===== src/hw/rtl/dtap_pkg.sv =====
// Shared types and constants for the date-time / alarm text parser.
// No dependencies; used by dtap_step, dtap_verdict and the parser core.
package dtap_pkg;

   // Input beat: one character of a message.
   typedef struct packed {
      logic       mode;
      logic [7:0] char_code;
      logic       first_char;
      logic       last_char;
   } req_type;

   // Result beat: verdict and decoded fields.
   typedef struct packed {
      logic       ok;
      logic [6:0] year_of_century;
      logic [3:0] month;
      logic [4:0] day;
      logic [4:0] hour;
      logic [5:0] minute;
      logic [5:0] second;
   } rsp_type;

   // Per-message parse state.
   typedef struct packed {
      logic        mode_latched;
      logic [4:0]  char_position;
      logic        format_good;
      logic [6:0]  month_acc;
      logic [6:0]  day_acc;
      logic [13:0] year_acc;
      logic [6:0]  hour_acc;
      logic [6:0]  minute_acc;
      logic [6:0]  second_acc;
      logic [7:0]  first_raw;
      logic [7:0]  third_raw;
      logic        colon_at_one;
   } parse_state_type;

   localparam logic        MODE_TIME      = 1'b0;

   localparam logic [4:0]  POS_MAX        = 5'd31;
   localparam logic [4:0]  TIME_LEN       = 5'd19;
   localparam logic [4:0]  ALARM_LEN_RAW  = 5'd3;
   localparam logic [4:0]  ALARM_LEN_FULL = 5'd5;

   localparam logic [13:0] YEAR_LO        = 14'd2000;
   localparam logic [13:0] YEAR_HI        = 14'd2099;
   localparam logic [6:0]  MONTH_MAX      = 7'd12;
   localparam logic [6:0]  DAY_MAX        = 7'd31;
   localparam logic [6:0]  HOUR_MAX       = 7'd23;
   localparam logic [6:0]  MIN_MAX        = 7'd59;
   localparam logic [6:0]  SEC_MAX        = 7'd59;

   localparam logic [7:0]  CHAR_ZERO      = 8'h30;
   localparam logic [7:0]  CHAR_NINE      = 8'h39;
   localparam logic [7:0]  CHAR_SLASH     = 8'h2F;
   localparam logic [7:0]  CHAR_COLON     = 8'h3A;
   localparam logic [7:0]  CHAR_SPACE     = 8'h20;

   localparam parse_state_type STATE_CLEAR = '{
      mode_latched:  1'b0,
      char_position: 5'd0,
      format_good:   1'b1,
      month_acc:     7'd0,
      day_acc:       7'd0,
      year_acc:      14'd0,
      hour_acc:      7'd0,
      minute_acc:    7'd0,
      second_acc:    7'd0,
      first_raw:     8'd0,
      third_raw:     8'd0,
      colon_at_one:  1'b0
   };

   function automatic logic is_digit(logic [7:0] c);
      return (c >= CHAR_ZERO) && (c <= CHAR_NINE);
   endfunction

   // acc * 10 + digit, shift-and-add
   function automatic logic [13:0] dec_push(logic [13:0] acc, logic [3:0] digit);
      return (acc << 3) + (acc << 1) + {10'd0, digit};
   endfunction

endpackage


===== src/hw/rtl/dtap_step.sv =====
// Next-state logic for one character: position decode, digit accumulate,
// separator check. Depends on dtap_pkg.
module dtap_step (
   input  dtap_pkg::parse_state_type cur_state,
   input  dtap_pkg::req_type         req_beat,
   output dtap_pkg::parse_state_type nxt_state
);

   // date-time slots, "MM/dd/yyyy HH:mm:ss"
   localparam logic [4:0] TM_MON0  = 5'd0;
   localparam logic [4:0] TM_MON1  = 5'd1;
   localparam logic [4:0] TM_SEP0  = 5'd2;
   localparam logic [4:0] TM_DAY0  = 5'd3;
   localparam logic [4:0] TM_DAY1  = 5'd4;
   localparam logic [4:0] TM_SEP1  = 5'd5;
   localparam logic [4:0] TM_YR0   = 5'd6;
   localparam logic [4:0] TM_YR1   = 5'd7;
   localparam logic [4:0] TM_YR2   = 5'd8;
   localparam logic [4:0] TM_YR3   = 5'd9;
   localparam logic [4:0] TM_GAP   = 5'd10;
   localparam logic [4:0] TM_HR0   = 5'd11;
   localparam logic [4:0] TM_HR1   = 5'd12;
   localparam logic [4:0] TM_SEP2  = 5'd13;
   localparam logic [4:0] TM_MIN0  = 5'd14;
   localparam logic [4:0] TM_MIN1  = 5'd15;
   localparam logic [4:0] TM_SEP3  = 5'd16;
   localparam logic [4:0] TM_SEC0  = 5'd17;
   localparam logic [4:0] TM_SEC1  = 5'd18;

   // alarm slots
   localparam logic [4:0] AL_B0    = 5'd0;
   localparam logic [4:0] AL_B1    = 5'd1;
   localparam logic [4:0] AL_B2    = 5'd2;
   localparam logic [4:0] AL_B3    = 5'd3;
   localparam logic [4:0] AL_B4    = 5'd4;

   always_comb begin
      dtap_pkg::parse_state_type base;
      logic [7:0] c;
      logic       dig;
      logic [3:0] d;

      c   = req_beat.char_code;
      dig = dtap_pkg::is_digit(c);
      d   = c[3:0];

      // a new message starts on first_char or after a result
      if (req_beat.first_char || (cur_state.char_position == 5'd0)) begin
         base              = dtap_pkg::STATE_CLEAR;
         base.mode_latched = req_beat.mode;
      end else begin
         base = cur_state;
      end

      nxt_state = base;

      if (base.mode_latched == dtap_pkg::MODE_TIME) begin
         case (base.char_position)
            TM_MON0, TM_MON1: begin
               if (dig) nxt_state.month_acc =
                  7'(dtap_pkg::dec_push({7'd0, base.month_acc}, d));
               else nxt_state.format_good = 1'b0;
            end
            TM_DAY0, TM_DAY1: begin
               if (dig) nxt_state.day_acc =
                  7'(dtap_pkg::dec_push({7'd0, base.day_acc}, d));
               else nxt_state.format_good = 1'b0;
            end
            TM_YR0, TM_YR1, TM_YR2, TM_YR3: begin
               if (dig) nxt_state.year_acc = dtap_pkg::dec_push(base.year_acc, d);
               else nxt_state.format_good = 1'b0;
            end
            TM_HR0, TM_HR1: begin
               if (dig) nxt_state.hour_acc =
                  7'(dtap_pkg::dec_push({7'd0, base.hour_acc}, d));
               else nxt_state.format_good = 1'b0;
            end
            TM_MIN0, TM_MIN1: begin
               if (dig) nxt_state.minute_acc =
                  7'(dtap_pkg::dec_push({7'd0, base.minute_acc}, d));
               else nxt_state.format_good = 1'b0;
            end
            TM_SEC0, TM_SEC1: begin
               if (dig) nxt_state.second_acc =
                  7'(dtap_pkg::dec_push({7'd0, base.second_acc}, d));
               else nxt_state.format_good = 1'b0;
            end
            TM_SEP0, TM_SEP1: begin
               if (c != dtap_pkg::CHAR_SLASH) nxt_state.format_good = 1'b0;
            end
            TM_GAP: begin
               if (c != dtap_pkg::CHAR_SPACE) nxt_state.format_good = 1'b0;
            end
            TM_SEP2, TM_SEP3: begin
               if (c != dtap_pkg::CHAR_COLON) nxt_state.format_good = 1'b0;
            end
            default: begin
            end
         endcase
      end else begin
         case (base.char_position)
            AL_B0, AL_B1: begin
               if (base.char_position == AL_B0) nxt_state.first_raw = c;
               else nxt_state.colon_at_one = (c == dtap_pkg::CHAR_COLON);
               if (dig) nxt_state.hour_acc =
                  7'(dtap_pkg::dec_push({7'd0, base.hour_acc}, d));
               else nxt_state.format_good = 1'b0;
            end
            AL_B2: begin
               nxt_state.third_raw = c;
               if (c != dtap_pkg::CHAR_COLON) nxt_state.format_good = 1'b0;
            end
            AL_B3, AL_B4: begin
               if (dig) nxt_state.minute_acc =
                  7'(dtap_pkg::dec_push({7'd0, base.minute_acc}, d));
               else nxt_state.format_good = 1'b0;
            end
            default: begin
            end
         endcase
      end

      // saturating character count
      if (base.char_position != dtap_pkg::POS_MAX)
         nxt_state.char_position = base.char_position + 5'd1;
   end

endmodule


===== src/hw/rtl/dtap_verdict.sv =====
// Final range checks and result formatting for a finished message.
// Depends on dtap_pkg.
module dtap_verdict (
   input  dtap_pkg::parse_state_type msg_state,
   output dtap_pkg::rsp_type         rsp_beat
);

   always_comb begin
      logic [4:0]  n;
      logic [13:0] yoc;

      n   = msg_state.char_position;
      yoc = msg_state.year_acc - dtap_pkg::YEAR_LO;
      rsp_beat = '0;

      if (msg_state.mode_latched == dtap_pkg::MODE_TIME) begin
         if ((n >= dtap_pkg::TIME_LEN) && msg_state.format_good &&
             (msg_state.month_acc >= 7'd1) && (msg_state.month_acc <= dtap_pkg::MONTH_MAX) &&
             (msg_state.day_acc >= 7'd1) && (msg_state.day_acc <= dtap_pkg::DAY_MAX) &&
             (msg_state.hour_acc <= dtap_pkg::HOUR_MAX) &&
             (msg_state.minute_acc <= dtap_pkg::MIN_MAX) &&
             (msg_state.second_acc <= dtap_pkg::SEC_MAX) &&
             (msg_state.year_acc >= dtap_pkg::YEAR_LO) &&
             (msg_state.year_acc <= dtap_pkg::YEAR_HI)) begin
            rsp_beat.ok              = 1'b1;
            rsp_beat.year_of_century = yoc[6:0];
            rsp_beat.month           = msg_state.month_acc[3:0];
            rsp_beat.day             = msg_state.day_acc[4:0];
            rsp_beat.hour            = msg_state.hour_acc[4:0];
            rsp_beat.minute          = msg_state.minute_acc[5:0];
            rsp_beat.second          = msg_state.second_acc[5:0];
         end
      end else if (n == dtap_pkg::ALARM_LEN_RAW) begin
         if (msg_state.colon_at_one) begin
            // raw binary bytes take precedence over ASCII digits
            if ((msg_state.first_raw <= {1'b0, dtap_pkg::HOUR_MAX}) &&
                (msg_state.third_raw <= {1'b0, dtap_pkg::MIN_MAX})) begin
               rsp_beat.ok     = 1'b1;
               rsp_beat.hour   = msg_state.first_raw[4:0];
               rsp_beat.minute = msg_state.third_raw[5:0];
            end else if (dtap_pkg::is_digit(msg_state.first_raw) &&
                         dtap_pkg::is_digit(msg_state.third_raw)) begin
               rsp_beat.ok     = 1'b1;
               rsp_beat.hour   = {1'b0, msg_state.first_raw[3:0]};
               rsp_beat.minute = {2'b00, msg_state.third_raw[3:0]};
            end
         end
      end else if (n == dtap_pkg::ALARM_LEN_FULL) begin
         if (msg_state.format_good && (msg_state.hour_acc <= dtap_pkg::HOUR_MAX) &&
             (msg_state.minute_acc <= dtap_pkg::MIN_MAX)) begin
            rsp_beat.ok     = 1'b1;
            rsp_beat.hour   = msg_state.hour_acc[4:0];
            rsp_beat.minute = msg_state.minute_acc[5:0];
         end
      end
   end

endmodule


===== src/hw/rtl/datetime_and_alarm_text_parser_core.sv =====
// A result beat is registered and appears in the cycle after the last character is accepted.
// Throughput: 1 character per cycle; the parse state updates in a single pass
// from the accepted beat, and the result lands in one output register.
// Input stalls only while a result sits in the output register and is stalled.
// Reset (synchronous, active high): parse state cleared, output register empty.
// Depends on dtap_pkg, dtap_step, dtap_verdict.
module datetime_and_alarm_text_parser_core (
   input  logic              clock,
   input  logic              reset,
   input  logic              req_valid,
   output logic              req_stall,
   input  dtap_pkg::req_type req_data,
   output logic              rsp_valid,
   input  logic              rsp_stall,
   output dtap_pkg::rsp_type rsp_data
);

   // parse state carried between characters
   dtap_pkg::parse_state_type state_ff, state_in;
   dtap_pkg::parse_state_type step_state;

   // output register (one result beat)
   logic              rsp_valid_ff, rsp_valid_in;
   dtap_pkg::rsp_type rsp_data_ff, rsp_data_in;
   dtap_pkg::rsp_type verdict;

   logic req_accept;

   // only a held, stalled result blocks new characters
   assign req_stall  = rsp_valid_ff && rsp_stall;
   assign req_accept = req_valid && !req_stall;

   // next parse state for the incoming character
   dtap_step u_step (
      .cur_state (state_ff),
      .req_beat  (req_data),
      .nxt_state (step_state)
   );

   // verdict evaluated on the state including this character
   dtap_verdict u_verdict (
      .msg_state (step_state),
      .rsp_beat  (verdict)
   );

   always_comb begin
      state_in = state_ff;
      if (req_accept) begin
         state_in = step_state;
         // a result closes the message; zero count forces a fresh start
         if (req_data.last_char) state_in.char_position = 5'd0;
      end
   end

   always_comb begin
      rsp_valid_in = rsp_valid_ff;
      rsp_data_in  = rsp_data_ff;
      if (req_accept && req_data.last_char) begin
         rsp_valid_in = 1'b1;
         rsp_data_in  = verdict;
      end else if (!rsp_stall) begin
         rsp_valid_in = 1'b0;
      end
   end

   always_ff @(posedge clock) begin
      if (reset) begin
         state_ff     <= dtap_pkg::STATE_CLEAR;
         rsp_valid_ff <= 1'b0;
      end else begin
         state_ff     <= state_in;
         rsp_valid_ff <= rsp_valid_in;
      end
   end

   // payload register, no reset needed
   always_ff @(posedge clock) begin
      rsp_data_ff <= rsp_data_in;
   end

   assign rsp_valid = rsp_valid_ff;
   assign rsp_data  = rsp_data_ff;

   // a new result only follows an accepted last character
   a_rsp_from_last: assert property (@(posedge clock) disable iff (reset)
      $rose(rsp_valid_ff) |-> $past(req_accept && req_data.last_char))
      else $error("result beat without a last character");

   // the message count restarts after each result
   a_pos_cleared: assert property (@(posedge clock) disable iff (reset)
      (req_accept && req_data.last_char) |=> (state_ff.char_position == 5'd0))
      else $error("char position not cleared after result");

   // a failed result carries only zero fields
   a_fail_zero: assert property (@(posedge clock) disable iff (reset)
      (rsp_valid_ff && !rsp_data_ff.ok) |->
         (rsp_data_ff.year_of_century == 7'd0 && rsp_data_ff.month == 4'd0 &&
          rsp_data_ff.day == 5'd0 && rsp_data_ff.hour == 5'd0 &&
          rsp_data_ff.minute == 6'd0 && rsp_data_ff.second == 6'd0))
      else $error("failed result with nonzero fields");

   // alarm results never carry date or seconds fields
   a_alarm_fields: assert property (@(posedge clock) disable iff (reset)
      (req_accept && req_data.last_char &&
       step_state.mode_latched != dtap_pkg::MODE_TIME) |=>
         (rsp_data_ff.year_of_century == 7'd0 && rsp_data_ff.month == 4'd0 &&
          rsp_data_ff.day == 5'd0 && rsp_data_ff.second == 6'd0))
      else $error("alarm result with date fields");

endmodule

===== config.mk =====
export PLATFORM = sky130hd
export DESIGN_NAME = datetime_and_alarm_text_parser_core
export DESIGN_NICKNAME = d
export VERILOG_FILES = /design/src/hw/rtl/dtap_pkg.sv /design/src/hw/rtl/dtap_step.sv /design/src/hw/rtl/dtap_verdict.sv /design/src/hw/rtl/datetime_and_alarm_text_parser_core.sv
export SDC_FILE = /design/constraint.sdc
export NUM_CORES = 1
export LEC_CHECK = 0
export BUFFER_PORTS_ARGS = -buffer_cell sky130_fd_sc_hd__buf_2
export CELL_PAD_IN_SITES_DETAIL_PLACEMENT = 0
export CELL_PAD_IN_SITES_GLOBAL_PLACEMENT = 1
export CORE_ASPECT_RATIO = 1.5
export CORE_MARGIN = 5
export CORE_UTILIZATION = 35
export DETAILED_ROUTE_END_ITERATION = 8
export HOLD_SLACK_MARGIN = 0.06
export PLACE_DENSITY = 0.68
export SLEW_MARGIN = 40
export SYNTH_ARGS = -nofsm -noshare
export SYNTH_HDL_FRONTEND = slang
export SYNTH_HIERARCHICAL = 1
export SYNTH_SLANG_ARGS = --single-unit

===== constraint.sdc =====
create_clock -name clock -period 5.9 [get_ports clock]
set_clock_uncertainty 0.05 [all_clocks]
set_input_delay 0.295 -clock clock [delete_from_list [all_inputs] [get_ports clock]]
set_output_delay 0.295 -clock clock [all_outputs]
set_load 0.005 [all_outputs]

==> results.txt, run 1 <==
----------------------------------------------------
[Place]
  Global placer's final weighted congestion ... 0.837
  I/O Buffers ... 50
  Placed Instance Area ... 9000 um2
  Pre-CTS WS ... 560 ps
  Post-detailed-placement half-perimeter wirelength ... 16.1 mm

[Timing]
  Final sum of negative setup slack ... 0 ps
  Final period demand of the worst path ... 5360 ps
  Fmax ... 187 MHz
  Setup violations, final ... 0
  RSZ-0062 raised after global routing ... no
  Normalized max-slew margin ... 0.464
  Total count of hold-check failures in the final report ... 0
  Max-slew violation count ... 0
  Final Cycle Share ... 0.908
  Slew @ Worst Pin ... 801 ps
  Final worst-path setup slack ... 545 ps

[Setup path]
  Worst R2R Path Depth ... 17
  Startpoint of the most critical register-to-register path ... state_ff[70]$_SDFFE_PP0P_
  Family of cells with the greatest summed delay on the critical path ... compound AO/OA/AOI/OAI gates
  Critical path startpoint ... state_ff[70]$_SDFFE_PP0P_
  Highest fanout seen on the critical path ... 25
  Type of the setup path with the least slack ... reg -> reg
  WP buf/inv ... 1
  Critical Path Max Stage Delay ... 610 ps
  Worst Setup End Kind ... flop
  Critical path endpoint ... rsp_data[14]$_DFFE_PP_
  CP Cell Sequence ... nor3_4, a21oi_4, buf_4, and2_1, ha_1, ha_1, fa_1, a21o_1, a21oi_1, xor2_1, xnor2_1, mux2i_1, nor4b_1, nand3_1, nor4b_2, a22o_1, a22o_1
  Startpoint Class ... flop
  Critical Path Stages ... 17
  End of the worst register-to-register path ... rsp_data[14]$_DFFE_PP_
  CP Data Required Time ... 6080 ps
  Critical path data arrival time ... 5540 ps
  Flop-to-flop setup slack ... 540 ps
  Cell at the slowest stage of the critical path ... sky130_fd_sc_hd__a21oi_4

[Pwr]
  Total power consumption of the routed design ... 1.55 mW
  Peak ir drop on the vdd network ... 0.133 mV
  Power per cell area ... 167 nW/um2
  Leakage ... 4.03 nW

[Drt]
  Vias per std cell ... 5.02
  Routed length per instance ... 17.0 um
  DR vias ... 6417
  DRC marker count from the first detailed-route iteration ... 420
  Residual DRC ... 0
  Number of antenna-violating nets in the routed design ... 0
  Wire length after detailed routing ... 21.7 mm
  DRT Pass-1 Iters ... 5

[Clock tree]
  Number of buffers inserted by hold repair at cts ... 0
  Setup repair bufs after CTS ... 0
  CTS HTree Levels ... 3
  Clock-pin slew of the registers on the worst-case setup and hold paths ... 80 ps
  Post-cts repair resize count ... 0
  Clock tree from TritonCTS ... done
  Sinks on Clock Net ... 108
  Clock network latency to the later pin of the worst-skew pair ... 370 ps
  Deepest clock path buffer count ... 2
  Number of buffers created by CTS ... 9
  Root cell of the clock tree ... sky130_fd_sc_hd__clkbuf_16

[Die]
  I/O pin cnt ... 51
  Placement Rows ... 70
  Floorplan die area ... 27700 um2
  Core Area ... 24300 um2
  Die Y-Extent ... 201 um
  Initial cell density of the core ... 0.352
  Horizontal die dimension ... 138 um

[Final layout]
  Number of antenna cells inserted ... 0
  Post-route design area ... 9290 um2
  Share of final-layout standard cells stronger than drive strength 1 ... 0.132
  Net total in the final layout ... 1044
  Area delta synth->final ... 8.78%

[Yosys]
  Flops & latches, synth ... 108
  EDFF count, synth ... 34
  Prevailing post-synth register cell ... sky130_fd_sc_hd__dfxtp_1
  Async set-or-reset flop fraction in the synthesized netlist ... 0
  Sequential-to-total area share from yosys stat ... 0.293
  Synth warnings ... 6
  Average cell area after synthesis ... 9.25 um2
  Count of cell types in the netlist ... 75
  Syn_nets ... 1018
  Post-Syn Area ... 8540 um2
  Instance count of the mapped netlist ... 923

[GRT]
  Sum of overflow across all layers after global routing ... 0
  All-layer global routing usage ... 0.160
  Vias in the first global route ... 6383
  First-pass GRT wire length ... 34.6 mm
  Largest net degree at the start of global routing ... 148
  Number of antenna violations at the first check in global routing ... 0

[Worst hold path]
  HP Class ... in -> reg

[Status]
  Result of the run ... completed

[Flow run]
  Number of violations of the max-capacitance limit ... 0

----------------------------------------------------
## cell usage in the layout, fill, tap and decap left out, drive strengths merged, types with 3 or more instances in the layout
cell and count:
and2 29, nor3 3, o211ai 3, o21ai 48, nor4 3, nor2b 3
xnor2 18, nand4 8, fa 11, xor2 25, nor2 20, o2bb2ai 3
mux2 19, or4 3, ha 69, and3 24, edfxtp 34, nand2 87
dfxtp 74, clkinv 4, inv 40, clkbuf 10, or2 3, mux2i 89
nand2b 144, a21oi 28, a21o 16, nor4b 8, a211oi 3, a22o 9
buf 66, a22oi 4, nand3 15, or3b 6
## report_power, final
group,internal [mW],total (mW),switching (mW)
registers,0.778,0.785,0.00708
logic,0.0612,0.156,0.0950
clock network,0.294,0.608,0.315
## how the worst min path moves through the flow
| stage | start | to | slack, ps | cells after the start |
|---|---|---|---|---|
| floorplan | req_valid | rsp_valid$_SDFFE_PP0P_ | 390 | 2 |
| global placement | state_ff[28]$_SDFFE_PP0P_ | state_ff[28]$_SDFFE_PP0P_ | 400 | 2 |
| detailed placement | state_ff[42]$_SDFFE_PP0P_ | state_ff[42]$_SDFFE_PP0P_ | 420 | 2 |
| CTS | req_valid | rsp_valid$_SDFFE_PP0P_ | 120 | 3 |
| global route | req_valid | rsp_valid$_SDFFE_PP0P_ | 140 | 3 |
| finish | req_valid | rsp_valid$_SDFFE_PP0P_ | 130 | 3 |
## worst reg2reg max path, delay by kind of cell, from the launching register on
| family | cells | cell delay [ps] |
|---|---|---|
| AO/OA/AOI/OAI | 5 | 1580 |
| XOR/XNOR | 2 | 340 |
| adder cells (fa/ha/maj) | 3 | 880 |
| buffers and inverters | 1 | 280 |
| flip-flops | 1 | 600 |
| multiplexers | 1 | 110 |
| AND/OR/NAND/NOR | 5 | 1410 |
## per-stage QoR
| stage | util | cells | hold slack [ps] |
|---|---|---|---|
| final | 0.383 | 1278 | 130 |
| after global routing | 0.383 | 1278 | 143 |
| after CTS | 0.383 | 1278 | 118 |
| after detailed placement | 0.371 | 1262 | 416 |
| after global placement | 0.371 | 1262 | 404 |
| after floorplan | - | 923 | 389 |
## synthesized netlist by cell type, types with 3 or more instances
| cell | n | area share |
|---|---|---|
| sky130_fd_sc_hd__nand2b_1 | 144 | 0.11 |
| sky130_fd_sc_hd__mux2i_1 | 88 | 0.10 |
| sky130_fd_sc_hd__nand2_1 | 87 | 0.038 |
| sky130_fd_sc_hd__dfxtp_1 | 74 | 0.17 |
| sky130_fd_sc_hd__ha_1 | 69 | 0.10 |
| sky130_fd_sc_hd__o21ai_0 | 42 | 0.025 |
| sky130_fd_sc_hd__inv_1 | 36 | 0.016 |
| sky130_fd_sc_hd__edfxtp_1 | 34 | 0.12 |
| sky130_fd_sc_hd__clkbuf_1 | 31 | 0.014 |
| sky130_fd_sc_hd__and2_1 | 28 | 0.021 |
| sky130_fd_sc_hd__a21oi_1 | 27 | 0.016 |
| sky130_fd_sc_hd__xor2_1 | 25 | 0.026 |
| sky130_fd_sc_hd__and3_1 | 22 | 0.016 |
| sky130_fd_sc_hd__xnor2_1 | 18 | 0.018 |
| sky130_fd_sc_hd__nor2_1 | 17 | 0.0075 |
| sky130_fd_sc_hd__a21o_1 | 16 | 0.014 |
| sky130_fd_sc_hd__mux2_2 | 15 | 0.020 |
| sky130_fd_sc_hd__nand3_1 | 14 | 0.0082 |
| sky130_fd_sc_hd__fa_1 | 11 | 0.026 |
| sky130_fd_sc_hd__buf_2 | 10 | 0.0059 |
| sky130_fd_sc_hd__a22o_1 | 9 | 0.0092 |
| sky130_fd_sc_hd__nand4_1 | 8 | 0.0059 |
| sky130_fd_sc_hd__buf_12 | 7 | 0.016 |
| sky130_fd_sc_hd__nor4b_1 | 7 | 0.0072 |
| sky130_fd_sc_hd__o21ai_1 | 5 | 0.0029 |
| sky130_fd_sc_hd__or3b_1 | 5 | 0.0051 |
| sky130_fd_sc_hd__a22oi_1 | 4 | 0.0035 |
| sky130_fd_sc_hd__mux2_4 | 3 | 0.0053 |
| sky130_fd_sc_hd__nor2b_1 | 3 | 0.0022 |
| sky130_fd_sc_hd__o211ai_1 | 3 | 0.0026 |
| sky130_fd_sc_hd__o2bb2ai_1 | 3 | 0.0031 |
| sky130_fd_sc_hd__or4_1 | 3 | 0.0026 |
## layout make-up
cell class,count,area (um2)
Inverter,37,141
Timing Repair Buffer,67,390
Fill cell,2481,15000
Clock inverter,7,56.3
Sequential cell,108,2500
Tap cell,324,405
Clock buffer,9,225
Multi-Input combinational cell,726,5570
## metal layers
metal | wire length (um) | track usage
met3 | 496 | 0.0223
met4 | 648 | 0.0624
met2 | 11600 | 0.288
met1 | 8980 | 0.186
met5 | 0 | 0
## cells by family (layout without fill, tap and decap cells)
| logic type | after synthesis | count (layout) | share of synthesized area |
|---|---|---|---|
| and+or+nand+nor | 368 | 368 | 0.250 |
| AOI/OAI and AO/OA | 127 | 127 | 0.0963 |
| muxes | 108 | 108 | 0.132 |
| DFF | 108 | 108 | 0.293 |
| buffers and inverters | 89 | 120 | 0.0569 |
| adders and majority gates | 80 | 80 | 0.127 |
| xor gates and xnor gates | 43 | 43 | 0.0441 |
## sequential cells by signal (all words and copies together), names as in the netlist
register / count
rsp_valid: 1
rsp_data: 34
state_ff: 73
(Power assumes the default switching activity.)
==> run 2: changes to the inputs <==
--- a/config.mk
+++ b/config.mk
@@ -9,11 +9,10 @@
 export CELL_PAD_IN_SITES_DETAIL_PLACEMENT = 0
 export CELL_PAD_IN_SITES_GLOBAL_PLACEMENT = 1
 export CORE_ASPECT_RATIO = 1.5
-export CORE_MARGIN = 5
-export CORE_UTILIZATION = 35
+export CORE_UTILIZATION = 49
 export DETAILED_ROUTE_END_ITERATION = 8
 export HOLD_SLACK_MARGIN = 0.06
-export PLACE_DENSITY = 0.68
+export PLACE_DENSITY = 0.88
 export SLEW_MARGIN = 40
 export SYNTH_ARGS = -nofsm -noshare
 export SYNTH_HDL_FRONTEND = slang
==> run 2 against run 1 <==
  * Final area down 1.4%
  * Final cell count down 8.9%
  * Clock power down 1%
  * Sequential power about the same
  * Clock-buffer cell count up 1
  * Register-to-register slack about the same
  * Critical path depth unchanged
  * Total power down 0.56%
  * Die area down 35%
  * Global-route usage up 7.7 points
  * Critical path type unchanged
  * Largest power group unchanged
  * Sequential share of layout area up 0.38 points
==> results.txt, run 2 (same netlist as run 1, synthesis figures left out) <==
----------------------------------------------------
[Worst hold path]
  HP Class ... in -> reg (unchanged)

[Place]
  Post-detailed-placement half-perimeter wirelength ... 14.6 mm (was 16.1 mm)
  Global placer's final weighted congestion ... 0.846 (was 0.837)
  Pre-CTS WS ... 677 ps (was 560 ps)
  Cell count after placement ... 1148 (was 1262)
  I/O Buffers ... 50 (unchanged)

[GRT]
  Number of antenna violations at the first check in global routing ... 0 (unchanged)
  Sum of overflow across all layers after global routing ... 0 (unchanged)
  Vias in the first global route ... 6468 (was 6383)
  First-pass GRT wire length ... 32.6 mm (was 34.6 mm)
  Largest net degree at the start of global routing ... 148 (unchanged)
  All-layer global routing usage ... 0.237 (was 0.160)

[Timing]
  Max-slew violation count ... 0 (unchanged)
  Final worst-path setup slack ... 559 ps (was 545 ps)
  RSZ-0062 raised after global routing ... no (unchanged)
  Setup violations, final ... 0 (unchanged)
  Final period demand of the worst path ... 5340 ps (was 5360 ps)
  Slew @ Worst Pin ... 771 ps (was 801 ps)
  Final sum of negative setup slack ... 0 ps (unchanged)
  Total count of hold-check failures in the final report ... 0 (unchanged)
  Fmax ... 187 MHz (about the same)
  Normalized max-slew margin ... 0.486 (was 0.464)
  Final Cycle Share ... 0.905 (was 0.908)

[Pwr]
  Sw Ratio ... 0.263 (was 0.269)
  Combinational Power Share ... 0.100 (was 0.101)
  Seq pwr share ... 0.510 (was 0.507)
  Clock network fraction of total power ... 0.390 (was 0.392)
  Switching component of the power ... 0.405 mW (was 0.417 mW)
  Power per cell area ... 168 nW/um2 (was 167 nW/um2)
  Peak ir drop on the vdd network ... 0.138 mV (was 0.133 mV)
  Leakage ... 4.03 nW (about the same)
  Int Pwr ... 1.14 mW (was 1.13 mW)

[Drt]
  DRC marker count from the first detailed-route iteration ... 369 (was 420)
  Top routing layer in use ... met4 (unchanged)
  DR vias ... 6466 (was 6417)
  Amount of wire on met3 after detailed routing ... 471 um (was 496 um)
  Residual DRC ... 0 (unchanged)
  Vias per std cell ... 5.55 (was 5.02)
  Wire length after detailed routing ... 19.9 mm (was 21.7 mm)
  Number of antenna-violating nets in the routed design ... 0 (unchanged)
  DRT Pass-1 Iters ... 5 (unchanged)
  Routed length per instance ... 17.1 um (was 17.0 um)
  Routed wire length on met2 ... 10.3 mm (was 11.6 mm)
  Wire length on met1 ... 8.30 mm (was 8.98 mm)

[Setup path]
  CP Data Required Time ... 6080 ps (about the same)
  Type of the setup path with the least slack ... reg -> reg (unchanged)
  Critical path data arrival time ... 5520 ps (was 5540 ps)
  Startpoint Class ... flop (unchanged)
  Worst Setup End Kind ... flop (unchanged)
  Highest fanout seen on the critical path ... 15 (was 25)

[Final layout]
  Number of antenna cells inserted ... 0 (unchanged)
  Area delta synth->final ... 7.28% (was 8.78%)
  Max reg flops ... 73 (unchanged)
  Most frequent standard cell in the layout excluding fill and tap cells ... sky130_fd_sc_hd__nand2b_1 (unchanged)
  Number of filler cells placed in the layout ... 1614 (was 2481)
  Most frequent cells in the layout ... sky130_fd_sc_hd__nand2b_1 (144), sky130_fd_sc_hd__mux2i_1 (88), sky130_fd_sc_hd__nand2_1 (87) (unchanged)
  Final non-filler cell total ... 1164 (was 1278)
  Net total in the final layout ... 1044 (unchanged)
  Share of final-layout standard cells stronger than drive strength 1 ... 0.131 (was 0.132)
  Top register by number of flip-flops ... state_ff (unchanged)

[Die]
  Initial cell density of the core ... 0.505 (was 0.352)
  Placement Rows ... 58 (was 70)
  Horizontal die dimension ... 110 um (was 138 um)
  I/O pin cnt ... 51 (unchanged)
  Floorplan die area ... 18000 um2 (was 27700 um2)
  Die Y-Extent ... 164 um (was 201 um)
  Core Area ... 16900 um2 (was 24300 um2)

[Clock tree]
  CTS HTree Levels ... 3 (unchanged)
  Clock-pin slew of the registers on the worst-case setup and hold paths ... 80 ps (about the same)
  Number of buffers inserted by hold repair at cts ... 0 (unchanged)
  Deepest clock path buffer count ... 2 (unchanged)
  Number of buffers created by CTS ... 9 (unchanged)
  Setup repair bufs after CTS ... 0 (unchanged)
  Clock tree from TritonCTS ... done (unchanged)
  Post-cts repair resize count ... 0 (unchanged)
  Root cell of the clock tree ... sky130_fd_sc_hd__clkbuf_16 (unchanged)
  Clock network latency to the later pin of the worst-skew pair ... 370 ps (about the same)
  Sinks on Clock Net ... 108 (unchanged)

[Flow run]
  Number of violations of the max-capacitance limit ... 0 (unchanged)

[Status]
  Result of the run ... completed (unchanged)

----------------------------------------------------
==> run 2: cell types whose count changed in the layout (fill, tap and decap cells not counted) <==
cell                         delta
sky130_fd_sc_hd__clkbuf_8       -1
sky130_fd_sc_hd__buf_6          +1
sky130_fd_sc_hd__inv_6          -1
sky130_fd_sc_hd__buf_2          +1
sky130_fd_sc_hd__inv_8          +1
sky130_fd_sc_hd__clkinvlp_4     +1
sky130_fd_sc_hd__clkbuf_1       +1
sky130_fd_sc_hd__o31ai_2        -1
sky130_fd_sc_hd__buf_8          +1
sky130_fd_sc_hd__clkinv_2       -2
sky130_fd_sc_hd__buf_4          -2
sky130_fd_sc_hd__o31ai_4        +1
==> run 2: metal layers <==
layer / global-route usage / vias to the layer above
li1: - / 3248
met3: 0.0196 / 45
met4: 0.125 / 0
met1: 0.271 / 3079
met5: 0 / -
met2: 0.429 / 94
==> run 2: layout make-up <==
| cell class | instances | area, um2 | area share |
|---|---|---|---|
| Inverter | 37 | 141 | 0.0154 |
| Timing Repair Buffer | 67 | 393 | 0.0429 |
| Sequential cell | 108 | 2500 | 0.273 |
| Multi-Input combinational cell | 726 | 5570 | 0.609 |
| Clock buffer | 10 | 229 | 0.0250 |
| Clock inverter | 6 | 56.3 | 0.00615 |
| Tap cell | 210 | 263 | 0.0287 |
==> run 2: worst paths after layout <==
| kind | start | endpoint | slack [ps] | depth (start not counted) |
|---|---|---|---|---|
| worst min register to register | state_ff[28]$_SDFFE_PP0P_ | state_ff[28]$_SDFFE_PP0P_ | 420 | 2 |
| worst max register to register | state_ff[69]$_SDFFE_PP0P_ | rsp_data[12]$_DFFE_PP_ | 560 | 17 |
| worst min-delay path | req_valid | rsp_valid$_SDFFE_PP0P_ | 140 | 3 |
| worst max-delay path | state_ff[69]$_SDFFE_PP0P_ | rsp_data[12]$_DFFE_PP_ | 560 | 17 |
==> run 2: power by group through the flow <==
stage / logic (mW) / registers [mW] / clock network, mW
6_report: 0.155 / 0.785 / 0.601
3_3_place_gp: 0.152 / 0.803 / 0
5_1_grt: 0.168 / 0.787 / 0.637
3_5_place_dp: 0.155 / 0.803 / 0
4_1_cts: 0.155 / 0.786 / 0.614
2_1_floorplan: 0.114 / 0.803 / 0
==> run 2: metrics by stage <==
| stage | util | hold slack [ps] | total power, mW | cell area, um2 |
|---|---|---|---|---|
| finish | 0.542 | 140 | 1.54 | 9160 |
| global route | 0.542 | 182 | 1.59 | 9160 |
| CTS | 0.541 | 135 | 1.56 | 9150 |
| detailed placement | 0.524 | 409 | 0.958 | 8860 |
| global placement | 0.523 | 404 | 0.955 | 8840 |
| floorplan | - | 389 | 0.917 | 8540 |
==> run 2: worst max-delay path, cell delays in order (launching register included) <==
cell and delay, ps:
sky130_fd_sc_hd__dfxtp_1 600, sky130_fd_sc_hd__nor3_4 120, sky130_fd_sc_hd__a21oi_4 440, sky130_fd_sc_hd__buf_4 260
sky130_fd_sc_hd__nand2_1 100, sky130_fd_sc_hd__fa_1 520, sky130_fd_sc_hd__inv_1 70, sky130_fd_sc_hd__fa_1 450
sky130_fd_sc_hd__a21o_1 170, sky130_fd_sc_hd__a21oi_1 160, sky130_fd_sc_hd__xor2_1 190, sky130_fd_sc_hd__xnor2_1 130
sky130_fd_sc_hd__mux2i_1 110, sky130_fd_sc_hd__nor4b_1 330, sky130_fd_sc_hd__nand3_1 220, sky130_fd_sc_hd__nor4b_2 630
sky130_fd_sc_hd__a22o_1 450, sky130_fd_sc_hd__a22o_1 220
